File: src/design/lif_pkg.sv
`timescale 1ns / 1ps
// ----------------------------------------------------------------------------
// lif_pkg: shared constants for the LIF neuron integrator
// Mode and register codes, fixed-point constants, divide-by-six constants.
// ----------------------------------------------------------------------------
package lif_pkg;

  // integrator_mode codes; any other code runs the exponential update
  localparam logic [1:0] MODE_EULER = 2'd0;
  localparam logic [1:0] MODE_RK4   = 2'd1;
  localparam logic [1:0] MODE_EXP   = 2'd2;

  // configuration register indexes
  localparam logic [2:0] CFG_MODE      = 3'd0;
  localparam logic [2:0] CFG_LEAK      = 3'd1;
  localparam logic [2:0] CFG_THRESHOLD = 3'd2;
  localparam logic [2:0] CFG_DECAY     = 3'd3;
  localparam logic [2:0] CFG_GAIN      = 3'd4;

  // configuration reset values
  localparam logic [1:0]         MODE_RST      = MODE_EULER;
  localparam logic [15:0]        LEAK_RST      = 16'd4096;
  localparam logic signed [15:0] THRESHOLD_RST = 16'sd256;
  localparam logic [15:0]        DECAY_RST     = 16'd62340;
  localparam logic [15:0]        GAIN_RST      = 16'd3196;

  // time step 0.05 in Q0.16, spike and post-spike potentials in Q.8
  localparam int DT_Q16      = 3277;
  localparam int SPIKE_VALUE = 15360;
  localparam int RESET_VALUE = -256;

  // floor(t / 6) = (t * 43) >> 8 for t below 96
  localparam int DIV6_RECIP = 43;
  localparam int DIV6_SHIFT = 8;

endpackage

File: src/design/lif_if.sv
`timescale 1ns / 1ps
// ----------------------------------------------------------------------------
// lif_if: valid/ready channels of the LIF neuron integrator
// Input current channel and result channel.
// ----------------------------------------------------------------------------
interface lif_in_if;
  logic               valid;
  logic               ready;
  logic signed [15:0] input_current;

  modport source (output valid, output input_current, input ready);
  modport sink   (input valid, input input_current, output ready);
endinterface

interface lif_out_if;
  logic               valid;
  logic               ready;
  logic signed [15:0] membrane_potential;
  logic               spike;
  logic               saturated;

  modport source (output valid, output membrane_potential, output spike,
                  output saturated, input ready);
  modport sink   (input valid, input membrane_potential, input spike,
                  input saturated, output ready);
endinterface

File: src/design/lif_div6.sv
`timescale 1ns / 1ps
// ----------------------------------------------------------------------------
// lif_div6: iterative signed divide by six with rounding
// Returns floor((operand + 3) / 6), four quotient bits per cycle.
// ----------------------------------------------------------------------------
module lif_div6
  import lif_pkg::*;
#(
  parameter int W  = 40,
  parameter int QW = 37
) (
  input  logic                 clk_i,
  input  logic                 rst_ni,
  input  logic                 start_i,
  input  logic signed [W-1:0]  operand_i,
  output logic                 done_o,
  output logic signed [QW-1:0] quot_o
);

  // biased dividend is nonnegative and below 2^(W+3)
  localparam int DN   = (W + 6) / 4;
  localparam int DW   = 4 * DN;
  localparam int CNTW = $clog2(DN);

  logic signed [W:0] y;
  logic [DW-1:0]     biased;
  logic [DW-1:0]     div_q;
  logic [2:0]        rem_q;
  logic [CNTW-1:0]   cnt_q;
  logic              busy_q;
  logic              done_q;
  logic [6:0]        part;
  logic [11:0]       recip_prod;
  logic [3:0]        qdig;
  logic [6:0]        part_rem;
  logic [DW-1:0]     qdiff;

  assign y      = $signed({operand_i[W-1], operand_i}) + (W+1)'(3);
  assign biased = DW'(y) + (DW'(6) << W);

  assign part       = {rem_q, div_q[DW-1 -: 4]};
  assign recip_prod = 12'(part) * 12'(DIV6_RECIP);
  assign qdig       = recip_prod[DIV6_SHIFT +: 4];
  assign part_rem   = part - 7'({qdig, 2'b00}) - 7'({qdig, 1'b0});

  always_ff @(posedge clk_i or negedge rst_ni) begin
    if (!rst_ni) begin
      busy_q <= 1'b0;
      done_q <= 1'b0;
      cnt_q  <= '0;
    end else begin
      done_q <= 1'b0;
      if (start_i) begin
        busy_q <= 1'b1;
        cnt_q  <= CNTW'(DN - 1);
      end else if (busy_q) begin
        if (cnt_q == '0) begin
          busy_q <= 1'b0;
          done_q <= 1'b1;
        end else begin
          cnt_q <= cnt_q - CNTW'(1);
        end
      end
    end
  end

  // dividend shifts out at the top while quotient digits shift in below
  always_ff @(posedge clk_i) begin
    if (start_i) begin
      div_q <= biased;
      rem_q <= 3'd0;
    end else if (busy_q) begin
      div_q <= {div_q[DW-5:0], qdig};
      rem_q <= part_rem[2:0];
    end
  end

  assign qdiff  = div_q - (DW'(1) << W);
  assign quot_o = $signed(qdiff[QW-1:0]);
  assign done_o = done_q;

endmodule

File: src/design/lif_neuron_integrator_step.sv
`timescale 1ns / 1ps
// ----------------------------------------------------------------------------
// lif_neuron_integrator_step: leaky integrate-and-fire neuron, one step a beat
// Advances the membrane potential by one Euler, RK4 or exponential step.
// ----------------------------------------------------------------------------
// Usage:
//   cur_i carries one input current beat per time step; res_o returns one
//   beat per input with the new potential, the spike flag and the clamp flag.
//   Configuration is written through cfg_we_i/cfg_idx_i/cfg_data_i; the user
//   is to write it only while the block is idle, which the block itself
//   leaves unenforced. Writes to unused indexes are dropped. One item is in
//   flight at a time: cur_i.ready is high only when the sequencer is idle.
//   All products outside the divide by six go through one shared multiplier
//   with a registered output. Euler runs one slope round, RK4 four slope
//   rounds plus the four-bit-per-cycle divide by six, the exponential update
//   the decay and gain products, and the step after a spike goes straight to
//   the result. The next input can be taken in the cycle after the result is
//   loaded. The result sits in an output register; a stalled receiver holds
//   it there and the block still accepts and works on the next input, but it
//   waits before loading a new result. Reset clears the potential and the
//   spike history and loads the register defaults.
// ----------------------------------------------------------------------------
module lif_neuron_integrator_step
  import lif_pkg::*;
#(
  parameter int POTENTIAL_WIDTH = 16
) (
  input  logic        clk_i,
  input  logic        rst_ni,
  input  logic        cfg_we_i,
  input  logic [2:0]  cfg_idx_i,
  input  logic [15:0] cfg_data_i,
  lif_in_if.sink      cur_i,
  lif_out_if.source   res_o
);

  localparam int P  = POTENTIAL_WIDTH;
  localparam int XW = P + 2;    // intermediate RK points
  localparam int KW = P + 21;   // slopes and the averaged slope
  localparam int SW = KW + 3;   // weighted slope sum
  localparam int PW = KW + 17;  // multiplier product
  localparam int AW = PW + 1;   // advance / exponential accumulator
  localparam int OW = (P > 16) ? P : 16;

  localparam longint POT_MAX_L = (64'sd1 <<< (P - 1)) - 64'sd1;
  localparam longint POT_MIN_L = -POT_MAX_L - 64'sd1;
  localparam longint SPIKE_L   = (64'(SPIKE_VALUE) > POT_MAX_L) ? POT_MAX_L
                                                                 : 64'(SPIKE_VALUE);

  localparam logic signed [AW-1:0] POT_MAX_W = AW'(POT_MAX_L);
  localparam logic signed [AW-1:0] POT_MIN_W = AW'(POT_MIN_L);
  localparam logic signed [P-1:0]  POT_MAX_P = P'(POT_MAX_L);
  localparam logic signed [P-1:0]  POT_MIN_P = P'(POT_MIN_L);
  localparam logic signed [P-1:0]  SPIKE_P   = P'(SPIKE_L);
  localparam logic signed [P-1:0]  RESET_P   = P'(RESET_VALUE);
  localparam logic signed [AW-1:0] RND_15    = AW'(1) << 15;
  localparam logic signed [AW-1:0] RND_27    = AW'(1) << 27;
  localparam logic signed [AW-1:0] RND_28    = AW'(1) << 28;

  typedef enum logic [3:0] {
    ST_IDLE,
    ST_MUL_AX,
    ST_SLOPE,
    ST_MUL_K,
    ST_ADV,
    ST_DIV,
    ST_EXP_XD,
    ST_EXP_IG,
    ST_EXP_SUM,
    ST_SAT,
    ST_DONE
  } state_e;

  // configuration
  logic [1:0]         mode_q;
  logic [15:0]        leak_q;
  logic signed [15:0] thr_q;
  logic [15:0]        decay_q;
  logic [15:0]        gain_q;

  // sequencer and datapath
  state_e             state_q;
  logic [1:0]         stage_q;
  logic               fin_q;
  logic signed [15:0] cur_q;
  logic signed [P-1:0]  pot_q;
  logic               spiked_q;
  logic signed [XW-1:0] xs_q;
  logic signed [KW-1:0] k_q;
  logic signed [SW-1:0] sum_q;
  logic signed [PW-1:0] prod_q;
  logic signed [AW-1:0] acc_q;
  logic signed [P-1:0]  res_pot_q;
  logic               res_fire_q;
  logic               res_sat_q;

  // output register
  logic               out_valid_q;
  logic signed [15:0] out_pot_q;
  logic               out_spike_q;
  logic               out_sat_q;

  logic signed [KW-1:0] mul_a;
  logic signed [16:0]   mul_b;
  logic signed [PW-1:0] prod_d;
  logic signed [KW-1:0] cur_sh;
  logic signed [KW-1:0] k_slope;
  logic signed [SW-1:0] k_ext;
  logic signed [SW-1:0] sum_d;
  logic signed [AW-1:0] adv_sum;
  logic signed [AW-1:0] adv_res;
  logic signed [AW-1:0] exp_res;
  logic                 sat_hi;
  logic                 sat_lo;
  logic signed [P-1:0]  nv_sat;
  logic                 fire;
  logic signed [OW-1:0] res_ext;
  logic                 in_acc;
  logic                 out_free;
  logic                 div_start;
  logic                 div_done;
  logic signed [KW-1:0] div_quot;

  assign in_acc   = cur_i.valid && cur_i.ready;
  assign out_free = !out_valid_q || res_o.ready;

  // shared multiplier, operands chosen by the sequencer
  always_comb begin
    mul_a = '0;
    mul_b = '0;
    case (state_q)
      ST_MUL_AX: begin
        mul_a = KW'(xs_q);
        mul_b = $signed({1'b0, leak_q});
      end
      ST_MUL_K: begin
        mul_a = k_q;
        mul_b = 17'(DT_Q16);
      end
      ST_EXP_XD: begin
        mul_a = KW'(pot_q);
        mul_b = $signed({1'b0, decay_q});
      end
      ST_EXP_IG: begin
        mul_a = KW'(cur_q);
        mul_b = $signed({1'b0, gain_q});
      end
      default: begin
        mul_a = '0;
        mul_b = '0;
      end
    endcase
  end

  assign prod_d = mul_a * mul_b;

  always_ff @(posedge clk_i) begin
    prod_q <= prod_d;
  end

  // slope I - A*x in Q.20 and the RK4 weighted sum
  assign cur_sh  = {{(KW-28){cur_q[15]}}, cur_q, 12'b0};
  assign k_slope = cur_sh - $signed(prod_q[KW-1:0]);
  assign k_ext   = SW'(k_slope);
  assign sum_d   = ((stage_q == 2'd0) ? SW'(0) : sum_q)
                 + (((stage_q == 2'd1) || (stage_q == 2'd2)) ? (k_ext <<< 1) : k_ext);

  // x + h*k with round half up; half step for the first two RK4 points
  assign adv_sum = (AW'(pot_q) <<< 28) + AW'(prod_q);
  assign adv_res = (!fin_q && (stage_q != 2'd2)) ? ((adv_sum + RND_28) >>> 29)
                                                 : ((adv_sum + RND_27) >>> 28);
  assign exp_res = (acc_q + AW'(prod_q) + RND_15) >>> 16;

  // clamp, then threshold test on the clamped value
  assign sat_hi = acc_q > POT_MAX_W;
  assign sat_lo = acc_q < POT_MIN_W;
  assign nv_sat = sat_hi ? POT_MAX_P : (sat_lo ? POT_MIN_P : acc_q[P-1:0]);
  assign fire   = AW'(nv_sat) > AW'(thr_q);

  assign div_start = (state_q == ST_SLOPE) && (mode_q == MODE_RK4) && (stage_q == 2'd3);

  lif_div6 #(
    .W  (SW),
    .QW (KW)
  ) u_div6 (
    .clk_i     (clk_i),
    .rst_ni    (rst_ni),
    .start_i   (div_start),
    .operand_i (sum_d),
    .done_o    (div_done),
    .quot_o    (div_quot)
  );

  always_ff @(posedge clk_i or negedge rst_ni) begin
    if (!rst_ni) begin
      mode_q  <= MODE_RST;
      leak_q  <= LEAK_RST;
      thr_q   <= THRESHOLD_RST;
      decay_q <= DECAY_RST;
      gain_q  <= GAIN_RST;
    end else if (cfg_we_i) begin
      case (cfg_idx_i)
        CFG_MODE:      mode_q  <= cfg_data_i[1:0];
        CFG_LEAK:      leak_q  <= cfg_data_i;
        CFG_THRESHOLD: thr_q   <= $signed(cfg_data_i);
        CFG_DECAY:     decay_q <= cfg_data_i;
        CFG_GAIN:      gain_q  <= cfg_data_i;
        default: ;
      endcase
    end
  end

  always_ff @(posedge clk_i or negedge rst_ni) begin
    if (!rst_ni) begin
      state_q     <= ST_IDLE;
      stage_q     <= 2'd0;
      fin_q       <= 1'b0;
      pot_q       <= '0;
      spiked_q    <= 1'b0;
      out_valid_q <= 1'b0;
    end else begin
      // ST_DONE decides the output valid itself
      if (out_valid_q && res_o.ready && (state_q != ST_DONE)) begin
        out_valid_q <= 1'b0;
      end
      case (state_q)
        ST_IDLE: begin
          if (in_acc) begin
            cur_q   <= cur_i.input_current;
            xs_q    <= XW'(pot_q);
            stage_q <= 2'd0;
            fin_q   <= (mode_q == MODE_EULER);
            if (spiked_q) begin
              // step after a spike ignores its input
              res_pot_q  <= RESET_P;
              res_fire_q <= 1'b0;
              res_sat_q  <= 1'b0;
              state_q    <= ST_DONE;
            end else begin
              case (mode_q)
                MODE_EULER: state_q <= ST_MUL_AX;
                MODE_RK4:   state_q <= ST_MUL_AX;
                default:    state_q <= ST_EXP_XD;
              endcase
            end
          end
        end
        ST_MUL_AX: state_q <= ST_SLOPE;
        ST_SLOPE: begin
          k_q   <= k_slope;
          sum_q <= sum_d;
          if (div_start) begin
            state_q <= ST_DIV;
          end else begin
            state_q <= ST_MUL_K;
          end
        end
        ST_MUL_K: state_q <= ST_ADV;
        ST_ADV: begin
          if (fin_q) begin
            acc_q   <= adv_res;
            state_q <= ST_SAT;
          end else begin
            xs_q    <= adv_res[XW-1:0];
            stage_q <= stage_q + 2'd1;
            state_q <= ST_MUL_AX;
          end
        end
        ST_DIV: begin
          if (div_done) begin
            k_q     <= div_quot;
            fin_q   <= 1'b1;
            state_q <= ST_MUL_K;
          end
        end
        ST_EXP_XD: state_q <= ST_EXP_IG;
        ST_EXP_IG: begin
          acc_q   <= AW'(prod_q);
          state_q <= ST_EXP_SUM;
        end
        ST_EXP_SUM: begin
          acc_q   <= exp_res;
          state_q <= ST_SAT;
        end
        ST_SAT: begin
          res_pot_q  <= fire ? SPIKE_P : nv_sat;
          res_fire_q <= fire;
          res_sat_q  <= sat_hi || sat_lo;
          state_q    <= ST_DONE;
        end
        ST_DONE: begin
          // hold until the output register is free
          if (out_free) begin
            out_valid_q <= 1'b1;
            out_pot_q   <= res_ext[15:0];
            out_spike_q <= res_fire_q;
            out_sat_q   <= res_sat_q;
            pot_q       <= res_pot_q;
            spiked_q    <= res_fire_q;
            state_q     <= ST_IDLE;
          end
        end
        default: state_q <= ST_IDLE;
      endcase
    end
  end

  assign res_ext = OW'(res_pot_q);

  assign cur_i.ready              = (state_q == ST_IDLE);
  assign res_o.valid              = out_valid_q;
  assign res_o.membrane_potential = out_pot_q;
  assign res_o.spike              = out_spike_q;
  assign res_o.saturated          = out_sat_q;

endmodule

File: src/flat_wrapper.sv
// flat-port wrapper written by rule: the top's interface ports become plain ports
module lif_neuron_integrator_step_flat import lif_pkg::*;
#(
  parameter int POTENTIAL_WIDTH = 16
)
  (clk_i, rst_ni, cfg_we_i, cfg_idx_i, cfg_data_i, cur_i_valid, cur_i_input_current, cur_i_ready, res_o_valid, res_o_membrane_potential, res_o_spike, res_o_saturated, res_o_ready);
  lif_in_if cur_i_i ();
  lif_out_if res_o_i ();
  input  logic clk_i;
  input  logic rst_ni;
  input  logic cfg_we_i;
  input  logic [2:0] cfg_idx_i;
  input  logic [15:0] cfg_data_i;
  input wire logic [$bits(cur_i_i.valid)-1:0] cur_i_valid;
  input wire logic [$bits(cur_i_i.input_current)-1:0] cur_i_input_current;
  output wire logic [$bits(cur_i_i.ready)-1:0] cur_i_ready;
  output wire logic [$bits(res_o_i.valid)-1:0] res_o_valid;
  output wire logic [$bits(res_o_i.membrane_potential)-1:0] res_o_membrane_potential;
  output wire logic [$bits(res_o_i.spike)-1:0] res_o_spike;
  output wire logic [$bits(res_o_i.saturated)-1:0] res_o_saturated;
  input wire logic [$bits(res_o_i.ready)-1:0] res_o_ready;
  assign cur_i_i.valid = cur_i_valid;
  assign cur_i_i.input_current = cur_i_input_current;
  assign cur_i_ready = cur_i_i.ready;
  assign res_o_valid = res_o_i.valid;
  assign res_o_membrane_potential = res_o_i.membrane_potential;
  assign res_o_spike = res_o_i.spike;
  assign res_o_saturated = res_o_i.saturated;
  assign res_o_i.ready = res_o_ready;
  lif_neuron_integrator_step #(.POTENTIAL_WIDTH(POTENTIAL_WIDTH)) u_core (.clk_i(clk_i), .rst_ni(rst_ni), .cfg_we_i(cfg_we_i), .cfg_idx_i(cfg_idx_i), .cfg_data_i(cfg_data_i), .cur_i(cur_i_i), .res_o(res_o_i));
endmodule
File: config.mk
export PLATFORM = sky130hd
export DESIGN_NAME = lif_neuron_integrator_step_flat
export DESIGN_NICKNAME = d
export VERILOG_FILES = /design/src/design/lif_pkg.sv /design/src/design/lif_if.sv /design/src/design/lif_div6.sv /design/src/design/lif_neuron_integrator_step.sv /design/src/flat_wrapper.sv
export SDC_FILE = /design/constraint.sdc
export NUM_CORES = 2
export LEC_CHECK = 0
export ABC_AREA = 1
export BUFFER_PORTS_ARGS = -buffer_cell sky130_fd_sc_hd__buf_4
export CAP_MARGIN = 5
export CORE_ASPECT_RATIO = 1.75
export CORE_MARGIN = 5
export CORE_UTILIZATION = 35
export CTS_CLUSTER_SIZE = 14
export DETAILED_ROUTE_END_ITERATION = 8
export PLACE_DENSITY_LB_ADDON = 0.25
export SLEW_MARGIN = 30
export SYNTH_ARGS = -nofsm -noshare
export SYNTH_HDL_FRONTEND = slang
export SYNTH_SLANG_ARGS = --single-unit
File: constraint.sdc
create_clock -name clk_i -period 7.7 [get_ports clk_i]
set_input_delay 0.77 -clock clk_i [delete_from_list [all_inputs] [get_ports clk_i]]
set_output_delay 0.77 -clock clk_i [all_outputs]
set_load 0.05 [all_outputs]
==> flow_summary.json <==
{
  "status": "finished clean",
  "dp_hpwl_um": 184000,
  "netlist.area_leader.share_pct": 22.1,
  "synthFlopType": "edfxtp_1",
  "powerDensity_nw_per_um2": 79.0,
  "drtIter0Drc": 2879,
  "synth_edf_count": 245,
  "worstSetupEndpointType": "flip-flop",
  "drv_cap": 0,
  "synthTopCellsByCount": "nand2_1, inv_1, nor2_1",
  "r2r_end": "u_core.prod_q[51]",
  "first_pass_iters": 6,
  "grt_antenna_before_repair": 4,
  "cts_hold_buf": 0,
  "die_area_um2": 155000,
  "synthArstFlopShare_pct": 24.3,
  "reg2reg_depth": 36,
  "rsz0062_at_grt": "yes",
  "max_freq_ghz": 0.135,
  "overflow": 0,
  "min-delay-path-class": "primary input to asynchronous set/reset pin",
  "slowest_stage": "fa_1",
  "drive_gt1_share_pct": 9.73,
  "slowest_delay_ns": 0.55,
  "clk_latency_ns": 0.63,
  "clockBufferDepth": 3,
  "place_congestion": 1.03,
  "rows": 186,
  "cp_top_family": "adder cells",
  "dieHeight_um": 517,
  "grt_pass1_wl_um": 310000,
  "wl_per_cell_um": 23.1,
  "grt_pass1_vias": 49300,
  "min_period_ns": 7.42,
  "p_leak_nw": 29.8,
  "io_buffers": 59,
  "slew_headroom_pct": 34.3,
  "maxSlewViolCount": 0,
  "synth_area_um2": 51500,
  "grt_max_degree": 56,
  "clock_sinks": 399,
  "required_ns": 8.21,
  "setup_viol": 0,
  "synth_seq_cells": 399,
  "cts.clk_slew.worst_paths_ns": 0.07,
  "h-tree-depth": 2,
  "yosys_warnings": 0,
  "arrival_ns": 7.93,
  "coreArea_um2": 147000,
  "synth_area_leaders": "fa_1, edfxtp_1, nand2_1",
  "vdd_drop_max_mv": 0.175,
  "syn_to_final_growth_pct": 14.1,
  "grt_use_total_pct": 27.1,
  "syn_avg_cell_area_um2": 7.40,
  "drc": 0,
  "regToRegSetupSlack_ns": 0.28,
  "io_pins": 60,
  "skew_ns": 0.0332,
  "utilization_pct": 40.0,
  "syn_nets": 7938,
  "vias": 46900,
  "path_class": "flip-flop to flip-flop",
  "synth_most_common_cell": "nand2_1",
  "r2r_start": "u_core.state_q[3]",
  "worstPathMaxFanout": 19,
  "start_kind": "flip-flop",
  "routed_wl_um": 213000,
  "start_util_pct": 35.1,
  "cts_root_buf": "clkbuf_16",
  "postSynthCellCount": 6956,
  "dieWidth_um": 300,
  "antenna_left": 0,
  "cts_tree": "done",
  "crit_buf_inv": 15,
  "cts_buffers": 42,
  "nNetsFinal": 8289,
  "post-route-period-util_pct": 96.3,
  "dpl_worst_slack_ns": -0.171,
  "ys_types": 67,
  "viasPerCell": 5.09,
  "hold_viol": 0,
  "worst_slew_pin_slew_ns": 0.978,
  "yosysSeqAreaShare_pct": 21.3,
  "synth_area_leader_cell": "fa_1",
  "setup_ws_ns": 0.282
}
==> sequential cells by signal (all words and copies together) (netlist names), 18 cells and up <==
name,flops
u_core.acc_q,54
u_core.k_q,37
u_core.prod_q,54
u_core.sum_q,40
u_core.u_div6.div_q,44
u_core.xs_q,18
==> per-stage QoR <==
stage / std cells / cell area, um^2 / total power, mW / setup TNS, ns / hold slack (ns)
2_1_floorplan: 6956 / 51500 / 2.49 / 0 / 0.400
3_3_place_gp: 9135 / 57000 / 2.57 / -1.18 / 0.423
3_5_place_dp: 9135 / 57000 / 2.58 / -0.500 / 0.417
6_report: 9223 / 58700 / 4.64 / 0 / 0.196
4_1_cts: 9213 / 58400 / 4.68 / 0 / 0.173
5_1_grt: 9222 / 58700 / 4.76 / -0.115 / 0.226
==> worst max-delay path by stage <==
stage	depth (start not counted)	end	from
floorplan	29	u_core.prod_q[31]	u_core.state_q[3]
global placement	32	u_core.prod_q[27]	u_core.state_q[2]
detailed placement	32	u_core.prod_q[27]	u_core.state_q[3]
CTS	32	u_core.prod_q[23]	u_core.state_q[3]
global route	31	u_core.prod_q[51]	u_core.state_q[1]
finish	36	u_core.prod_q[51]	u_core.state_q[3]
==> report_power, final <==
group	switching, mW	internal, mW
clock network	1.01	1.10
logic	0.103	0.0591
registers	0.0441	2.33
==> cells by family after synthesis <==
group           Yosys count  synth area share (%)
fa+ha+maj               942                  31.2
simple gates           2889                  23.1
xor+xnor                129                  2.27
buf+inv                1750                  12.9
flops                   399                  21.3
compound gates          844                  9.22
mux                       3                0.0583
==> routing by layer <==
| metal | share of wire, % | global-route usage [%] |
|---|---|---|
| met1 | 33 | 26.3 |
| met2 | 53 | 52.3 |
| met3 | 3.4 | 2.08 |
| met4 | 10 | 21.1 |
| met5 | 0.0094 | 0 |
==> layout by cell type, fill, tap and decap left out, types with 10 or more instances in the layout <==
| master | netlist | layout |
|---|---|---|
| a21oi_1 | 303 | 291 |
| xor2_1 | 88 | 84 |
| nand2_2 | 31 | 32 |
| nor4_1 | 25 | 23 |
| or2_2 | 20 | 20 |
| inv_1 | 1580 | 1574 |
| o22ai_1 | 15 | 15 |
| buf_4 | 2 | 424 |
| edfxtp_1 | 245 | 245 |
| a31oi_1 | 48 | 44 |
| a21o_1 | 13 | 13 |
| dfxtp_1 | 57 | 57 |
| clkbuf_1 | 117 | 12 |
| xnor2_1 | 36 | 36 |
| nand4_1 | 67 | 67 |
| dfrtp_1 | 80 | 80 |
| ha_1 | 375 | 371 |
| nand3b_1 | 19 | 19 |
| o21bai_1 | 28 | 28 |
| a21boi_0 | 14 | 13 |
| nor2_1 | 698 | 674 |
| dfstp_2 | 17 | 17 |
| fa_1 | 567 | 566 |
| nand3_2 | 6 | 11 |
| nor3_1 | 52 | 51 |
| nor2_4 | 6 | 15 |
| nand3_1 | 282 | 277 |
| clkinv_1 | 9 | 11 |
| buf_12 | 0 | 26 |
| nor2_2 | 16 | 31 |
| o21ai_0 | 330 | 321 |
| nand2_1 | 1646 | 1644 |
| clkbuf_16 | 0 | 43 |
| a22o_1 | 28 | 28 |
| o21ai_1 | 4 | 10 |
| o221ai_1 | 10 | 10 |
| inv_2 | 9 | 12 |
==> final cells by class <==
type | instances | area (um^2)
Antenna cell | 2 | 5.00
Clock buffer | 59 | 1150
Clock inverter | 19 | 188
Fill cell | 15500 | 87900
Inverter | 1598 | 6010
Multi-Input combinational cell | 4807 | 34200
Sequential cell | 399 | 10900
Tap cell | 1880 | 2350
Timing Repair Buffer | 459 | 3820
==> what timing repair did <==
action,in CTS,in global routing
pin swaps,0,12
setup buffers,0,7
cloned,0,1
endpoints found under the setup margin,15,30
gates resized for setup,5,68
Note: power is estimated with default switching activity, not from simulation.
